## src/ted_pkg.sv

```systemverilog
// Types, command codes and sizes shared by the escape sequence decoder files.
`default_nettype none

package ted_pkg;

  // Sizes
  localparam int MAX_PARAMS = 16;
  localparam int IDX_W      = $clog2(MAX_PARAMS);
  localparam int CNT_W      = $clog2(MAX_PARAMS + 1);
  localparam int VAL_W      = 16;
  localparam int BYTE_W     = 8;
  localparam int ROWS_W     = 8;
  localparam int CMD_W      = 5;

  localparam logic [ROWS_W-1:0] ROWS_RESET = 8'd24;

  // Result command codes
  localparam logic [CMD_W-1:0] CMD_UP         = 5'd0;
  localparam logic [CMD_W-1:0] CMD_DOWN       = 5'd1;
  localparam logic [CMD_W-1:0] CMD_RIGHT      = 5'd2;
  localparam logic [CMD_W-1:0] CMD_LEFT       = 5'd3;
  localparam logic [CMD_W-1:0] CMD_COL        = 5'd4;
  localparam logic [CMD_W-1:0] CMD_ROW        = 5'd5;
  localparam logic [CMD_W-1:0] CMD_GOTO       = 5'd6;
  localparam logic [CMD_W-1:0] CMD_ERASE_DISP = 5'd7;
  localparam logic [CMD_W-1:0] CMD_ERASE_LINE = 5'd8;
  localparam logic [CMD_W-1:0] CMD_CLEAR_CHR  = 5'd9;
  localparam logic [CMD_W-1:0] CMD_FG         = 5'd10;
  localparam logic [CMD_W-1:0] CMD_BG         = 5'd11;
  localparam logic [CMD_W-1:0] CMD_REPORT     = 5'd12;
  localparam logic [CMD_W-1:0] CMD_SCROLL     = 5'd13;
  localparam logic [CMD_W-1:0] CMD_SAVE       = 5'd14;
  localparam logic [CMD_W-1:0] CMD_RESTORE    = 5'd15;
  localparam logic [CMD_W-1:0] CMD_KEYPAD     = 5'd16;
  localparam logic [CMD_W-1:0] CMD_REV_LF     = 5'd17;
  localparam logic [CMD_W-1:0] CMD_TITLE_BYTE = 5'd18;
  localparam logic [CMD_W-1:0] CMD_TITLE_END  = 5'd19;
  localparam logic [CMD_W-1:0] CMD_PLAIN      = 5'd20;

  // Default colours for a bare or reset SGR
  localparam logic [VAL_W-1:0] FG_DEFAULT = 16'd7;
  localparam logic [VAL_W-1:0] BG_DEFAULT = 16'd0;

  // Parser phase
  typedef enum logic [2:0] {
    PH_GROUND,
    PH_ESC,
    PH_CSI,
    PH_SKIP,
    PH_OSCNUM,
    PH_OSCTEXT
  } phase_t;

  // Controller states
  typedef enum logic [2:0] {
    S_IDLE,
    S_PROC,
    S_BG,
    S_WRD,
    S_WCHK,
    S_WEND
  } ctl_state_t;

  // Source of the next beat loaded into the output register
  typedef enum logic [2:0] {
    EM_NONE,
    EM_MAIN,
    EM_SGR_FG,
    EM_SGR_BG,
    EM_PEND,
    EM_PEND_LAST
  } emit_t;

  typedef struct packed {
    logic [CMD_W-1:0] command;
    logic [VAL_W-1:0] arg_first;
    logic [VAL_W-1:0] arg_second;
    logic             flag;
    logic             last;
  } result_t;

  // Controller to datapath
  typedef struct packed {
    logic  load_byte;
    logic  commit;
    logic  walk_init;
    logic  capture;
    logic  idx_inc;
    emit_t emit;
  } ctl_cmd_t;

  // Datapath to controller
  typedef struct packed {
    logic has_res;
    logic is_sgr;
    logic cnt_zero;
    logic hit;
    logic pend_vld;
    logic walk_last;
    logic out_free;
  } dp_stat_t;

endpackage

`default_nettype wire

```

## src/ted_ctrl.sv

```systemverilog
// Controller state machine: byte intake, result emission and the SGR parameter walk.
`default_nettype none

module ted_ctrl import ted_pkg::*; (
  input  logic     clk,
  input  logic     rst_n,
  input  logic     in_valid,
  output logic     in_ready,
  input  dp_stat_t stat,
  output ctl_cmd_t cmd
);

  ctl_state_t state_r, state_nxt;

  // The walk stalls when a hit needs the pending beat pushed out but the output is full
  logic walk_stall;
  assign walk_stall = stat.hit && stat.pend_vld && !stat.out_free;

  // State register
  always_ff @(posedge clk) begin
    if (!rst_n) begin
      state_r <= S_IDLE;
    end else begin
      state_r <= state_nxt;
    end
  end

  // Next state
  always_comb begin
    state_nxt = state_r;
    case (state_r)
      S_IDLE: begin
        if (in_valid) state_nxt = S_PROC;
      end
      S_PROC: begin
        if (stat.is_sgr) begin
          if (!stat.cnt_zero) state_nxt = S_WRD;
          else if (stat.out_free) state_nxt = S_BG;
        end else if (!stat.has_res || stat.out_free) begin
          state_nxt = S_IDLE;
        end
      end
      S_BG: begin
        if (stat.out_free) state_nxt = S_IDLE;
      end
      S_WRD: begin
        state_nxt = S_WCHK;
      end
      S_WCHK: begin
        if (!walk_stall) state_nxt = stat.walk_last ? S_WEND : S_WRD;
      end
      S_WEND: begin
        if (!stat.pend_vld || stat.out_free) state_nxt = S_IDLE;
      end
      default: state_nxt = S_IDLE;
    endcase
  end

  // Outputs
  always_comb begin
    in_ready      = 1'b0;
    cmd.load_byte = 1'b0;
    cmd.commit    = 1'b0;
    cmd.walk_init = 1'b0;
    cmd.capture   = 1'b0;
    cmd.idx_inc   = 1'b0;
    cmd.emit      = EM_NONE;
    case (state_r)
      S_IDLE: begin
        in_ready      = 1'b1;
        cmd.load_byte = in_valid;
      end
      S_PROC: begin
        if (stat.is_sgr) begin
          if (!stat.cnt_zero) begin
            cmd.commit    = 1'b1;
            cmd.walk_init = 1'b1;
          end else if (stat.out_free) begin
            cmd.commit = 1'b1;
            cmd.emit   = EM_SGR_FG;
          end
        end else if (!stat.has_res) begin
          cmd.commit = 1'b1;
        end else if (stat.out_free) begin
          cmd.commit = 1'b1;
          cmd.emit   = EM_MAIN;
        end
      end
      S_BG: begin
        if (stat.out_free) cmd.emit = EM_SGR_BG;
      end
      S_WRD: begin
        // read address is presented from the index register
      end
      S_WCHK: begin
        if (!walk_stall) begin
          cmd.capture = 1'b1;
          cmd.idx_inc = !stat.walk_last;
          if (stat.hit && stat.pend_vld) cmd.emit = EM_PEND;
        end
      end
      S_WEND: begin
        if (stat.pend_vld && stat.out_free) cmd.emit = EM_PEND_LAST;
      end
      default: begin
        in_ready = 1'b0;
      end
    endcase
  end

endmodule

`default_nettype wire

```

## config.mk

```make
export PLATFORM = sky130hd
export DESIGN_NAME = ted_ctrl
export DESIGN_NICKNAME = d
export VERILOG_FILES = /design/src/ted_pkg.sv /design/src/ted_ctrl.sv
export SDC_FILE = /design/constraint.sdc
export NUM_CORES = 1
export LEC_CHECK = 0
export BUFFER_PORTS_ARGS = -buffer_cell sky130_fd_sc_hd__buf_2
export CAP_MARGIN = 20
export CELL_PAD_IN_SITES_DETAIL_PLACEMENT = 0
export CELL_PAD_IN_SITES_GLOBAL_PLACEMENT = 1
export CORE_AREA = 2 2 39 41
export CTS_BUF_LIST = sky130_fd_sc_hd__clkbuf_8
export DETAILED_ROUTE_END_ITERATION = 16
export DIE_AREA = 0 0 41 43
export PLACE_DENSITY = 0.73
export SLEW_MARGIN = 10
export SYNTH_ARGS = -nofsm -noshare
export SYNTH_HDL_FRONTEND = slang
export SYNTH_SLANG_ARGS = --single-unit
```

## constraint.sdc

```tcl
create_clock -name clk -period 1.9 [get_ports clk]
set_input_delay 0.475 -clock clk [delete_from_list [all_inputs] [get_ports clk]]
set_output_delay 0.475 -clock clk [all_outputs]
set_load 0.01 [all_outputs]
```

# Yosys cells after proc, flatten, opt, wreduce, memory -nomap -nowiden
# Cells that the tools add are included.
# Widths: inputs -> output; s select.
# totals
regBits	3
inputBits	10
output_inout_bits	9
elab_cells	53
# classes
eq_ne	11
mux	30
n_reduce_logical	11
# op_table
op	count
$mux 3	11
$pmux 3 s6	1
$mux 2	6
$pmux 3 s4	1
$mux 1	10
$ne 2x2->1 const B	4
$eq 3x2->1 const B	2
$eq 3x3->1 const B	2
$reduce_and 6->1	1
$mux 5	1
$logic_not 1->1	4
$ne 4x4->1 const B	1
$eq 3x1->1 const B	1
$logic_and 1x1->1	3
$logic_not 3->1	1
$ne 3x3->1 const B	1
$logic_or 1x1->1	2

# Depth between registers and ports, before layout
# depth
word_depth	5
mapped_depth	5
depth_no_buf	4

# Worst setup path before layout
# Ideal clock, no wire load.
# synth_path
path_type	register -> output
startpoint	register state_r[2]
endpoint	output port cmd[3] in the netlist's numbering
arrival_time_ns	1.111
t_required_ns	1.425
slack_ns	0.314
stages_incl_launch_ff	5
n_path_buf	1
path_cell_list	dfxtp_1 buf_2 nor3b_1 and2_1 nor2b_1
# synth_lines
element	line	rtl
from (decl)	ted_ctrl.sv:13	ctl_state_t state_r, state_nxt;
from (signal assigned)	ted_ctrl.sv:24	state_r <= state_nxt;
to (decl)	ted_ctrl.sv:10	output ctl_cmd_t cmd

==> results.py <==
metrics = {
    "outcome": {
        "outcome": "finished clean",
    },
    "routing": {
        "remaining_drc_errors": 0,
        "postRouteAntennaNets": 0,
        "dr.first_iter.drc_count": 5,
        "viasPerCell": 4.88,
        "num_vias": 420,
        "drt-total-wl_um": 897,
        "firstDrtPassIters": 2,
        "routedWlPerCell_um": 10.4,
    },
    "critical_path": {
        "rr_startpoint": "state_r[0]$_SDFFE_PN0P_",
        "r2r-end": "state_r[1]$_SDFFE_PN0P_",
        "criticalPathCategory": "reg2out",
        "crit_chain": "and4bb_2 > a21oi_1 > o22ai_1 > and2_1 > buf_2",
        "cp.required_ns": 1.42,
        "r2r_slack_ns": 0.55,
        "r2r_cells": 4,
        "slowest_stage": "dfxtp_4",
        "path_max_fanout": 13,
        "critical_path.top_delay_family": "flip-flops",
        "cp_slowest_stage_delay_ns": 0.40,
        "end_kind": "output pin",
        "cp.buffers_inverters": 1,
        "cp_num_cells": 5,
        "start_kind": "flip-flop",
        "cp.arrival_ns": 1.33,
    },
    "clock_network": {
        "cts_root_buf": "clkbuf_8",
        "clockBufferDepth": 2,
        "clkTransAtPathRegs_ns": 0.03,
        "h-tree-depth": 1,
        "numCtsBuffers": 3,
        "cts_tree": "built",
        "clkSinkCount": 3,
        "clock_latency_ns": 0.21,
    },
    "timing": {
        "fin_skew_ns": 0.0000633,
        "drv_slew": 0,
        "tns_ns": 0,
        "timing.final.crit_period_ns": 1.80,
        "period_share_pct": 94.9,
        "setup_viol": 0,
        "slew_headroom_pct": 72.8,
        "rsz0062_at_grt": "no",
        "finalHoldViolCount": 0,
        "fmax_mhz": 555,
        "tightestPinTransition_ns": 0.397,
    },
    "global_route": {
        "grt_usage_pct": 11.6,
        "grt_pass1_vias": 389,
        "grt.overflow.total": 0,
        "grt_max_degree": 14,
        "grt_pass1_wl_um": 1470,
        "grt_antenna_before_repair": 0,
    },
    "power": {
        "vdd_drop_max_mv": 0.304,
        "pwr-share-seq_pct": 21.9,
        "cellLeakagePower_nw": 0.240,
        "powerDensity_nw_per_um2": 857,
        "clockPowerShare_pct": 40.1,
        "swShare_pct": 32.5,
        "p_switching_w": 0.000143,
        "p_comb_share_pct": 38.0,
        "p_int_w": 0.000297,
    },
    "cells_and_area": {
        "nNetsFinal": 81,
        "drive_gt1_share_pct": 40.0,
        "largest_reg_flops": 3,
        "largest-register": "state_r",
        "n_antenna_cell": 0,
        "reg_top3": "state_r x3",
        "area_growth_pct": 46.4,
        "final_cells": 86,
    },
    "floorplan": {
        "die-width_um": 41,
        "core-area_um2": 1380,
        "start_util_pct": 25.3,
        "rows": 14,
        "die_y_um": 43,
        "die-area_um2": 1760,
        "ioPinCount": 19,
    },
    "run": {
        "maxCapViolCount": 0,
    },
    "place": {
        "place_hpwl_um": 686,
        "post-place-cells": 82,
        "place_congestion": 0.782,
        "numPortBuffers": 18,
    },
    "worst_hold_path": {
        "min_delay_path_depth": 2,
        "whs_endpoint": "state_r[1]$_SDFFE_PN0P_",
        "hp-class": "in2reg",
        "worstHoldStart": "rst_n",
    },
    "yosys": {
        "syn_area_per_cell_um2": 7.30,
        "syn_inst": 48,
        "yosys_warnings": 0,
        "synth_cell_types": 24,
        "synth_nets": 58,
        "synth_seq_cells": 3,
        "synth.cell_area_um2": 350,
        "ys_seq_area_share_pct": 17.1,
    },
}
[layer usage]
layer	global-route usage, %	wire, um	up-vias
met3	1.57	75	0
li1	-	-	218
met1	15.0	432	185
met4	4.00	0	0
met2	18.8	389	17
met5	0	0	-
[cells in the mapped netlist]
cell | count | area [um2]
o21ai_0 | 1 | 5.00
nor3_1 | 2 | 10.0
dfxtp_1 | 3 | 60.1
a21oi_1 | 3 | 15.0
buf_4 | 2 | 15.0
mux2i_1 | 2 | 20.0
inv_1 | 1 | 3.75
o22ai_1 | 1 | 6.26
a22o_1 | 1 | 8.76
nand2b_1 | 1 | 6.26
nand2_1 | 3 | 11.3
and3b_2 | 1 | 10.0
nor3b_1 | 4 | 30.0
nand3b_1 | 3 | 22.5
nand4b_1 | 1 | 8.76
a311oi_1 | 1 | 8.76
and4bb_2 | 1 | 12.5
a221oi_1 | 1 | 8.76
buf_2 | 1 | 5.00
nor2b_1 | 4 | 25.0
or2b_1 | 1 | 7.51
and2_1 | 3 | 18.8
nor2_1 | 6 | 22.5
a2111oi_0 | 1 | 8.76
[how the worst max path moves through the flow]
stage	endpoint	start	slack [ns]
6_report	cmd[0]	state_r[1]$_SDFFE_PN0P_	0.1
5_1_grt	cmd[0]	state_r[1]$_SDFFE_PN0P_	0.0003
3_5_place_dp	cmd[0]	stat[5]	0.10
3_3_place_gp	cmd[0]	stat[5]	0.12
4_1_cts	cmd[0]	state_r[1]$_SDFFE_PN0P_	0.03
2_1_floorplan	cmd[3]	state_r[2]$_SDFFE_PN0P_	0.31
[cell type report]
cell class              count  area, um2
clock buffers               3       41.3
repair buffers             21        113
multi-input cells          41        267
well taps                  16       20.0
fillers                   157        871
flip-flops and latches      3       65.1
inverters                   1       3.75
clock inverters             1       3.75
[power by group through the flow]
stage | Clock (W) | Combinational (W) | Sequential [W]
2_1_floorplan | 0 | 0.000119 | 0.0000820
3_3_place_gp | 0 | 0.000166 | 0.0000959
3_5_place_dp | 0 | 0.000167 | 0.0000950
4_1_cts | 0.000180 | 0.000169 | 0.0000955
5_1_grt | 0.000187 | 0.000188 | 0.000100
6_report | 0.000176 | 0.000167 | 0.0000964
[placed cells by master (no fill, tap or decap), drive strengths merged, types with 2 or more instances in the layout]
master | Yosys | layout
nor3 | 2 | 2
nand2 | 3 | 3
a21oi | 3 | 3
nor2 | 6 | 6
inv | 1 | 2
clkbuf | 0 | 3
and2 | 3 | 3
dfxtp | 3 | 3
nand3b | 3 | 3
buf | 3 | 21
mux2i | 2 | 2
nor2b | 4 | 4
nor3b | 4 | 4
[stage by stage]
| stage | util (%) | hold WS [ns] | cell area, um2 | setup WS [ns] | total power [W] |
|---|---|---|---|---|---|
| 3_5_place_dp | 33.5 | 0.708 | 463 | 0.101 | 0.000262 |
| 6_report | 37.1 | 0.526 | 513 | 0.0968 | 0.000440 |
| 2_1_floorplan | - | 0.601 | 350 | 0.314 | 0.000201 |
| 5_1_grt | 37.1 | 0.550 | 513 | 0.000297 | 0.000476 |
| 4_1_cts | 36.8 | 0.526 | 509 | 0.0339 | 0.000444 |
| 3_3_place_gp | 33.5 | 0.710 | 463 | 0.117 | 0.000262 |
[repair_timing]
action | in CTS | in global routing
gates resized for setup | 1 | 2
hold buffers | 0 | 0
hold endpoints to repair | 0 | 0
setup buffers | 0 | 0
setup endpoints to repair | 1 | 1
[cells by family (layout without fill, tap and decap cells)]
| family | count (synthesis) | count (layout) | synth area share, % |
|---|---|---|---|
| AO/OA/AOI/OAI | 9 | 9 | 17.5 |
| flip-flops | 3 | 3 | 17.1 |
| AND/OR/NAND/NOR | 30 | 30 | 52.9 |
| multiplexers | 2 | 2 | 5.71 |
| buffers and inverters | 4 | 26 | 6.78 |
[worst register-to-register path: stages (launching register included)]
cell	delay [ns]
dfxtp_2	0.35
buf_4	0.16
a2111oi_0	0.38
a311oi_1	0.13
a22o_1	0.22
Power figures use the tool's default switching activity.
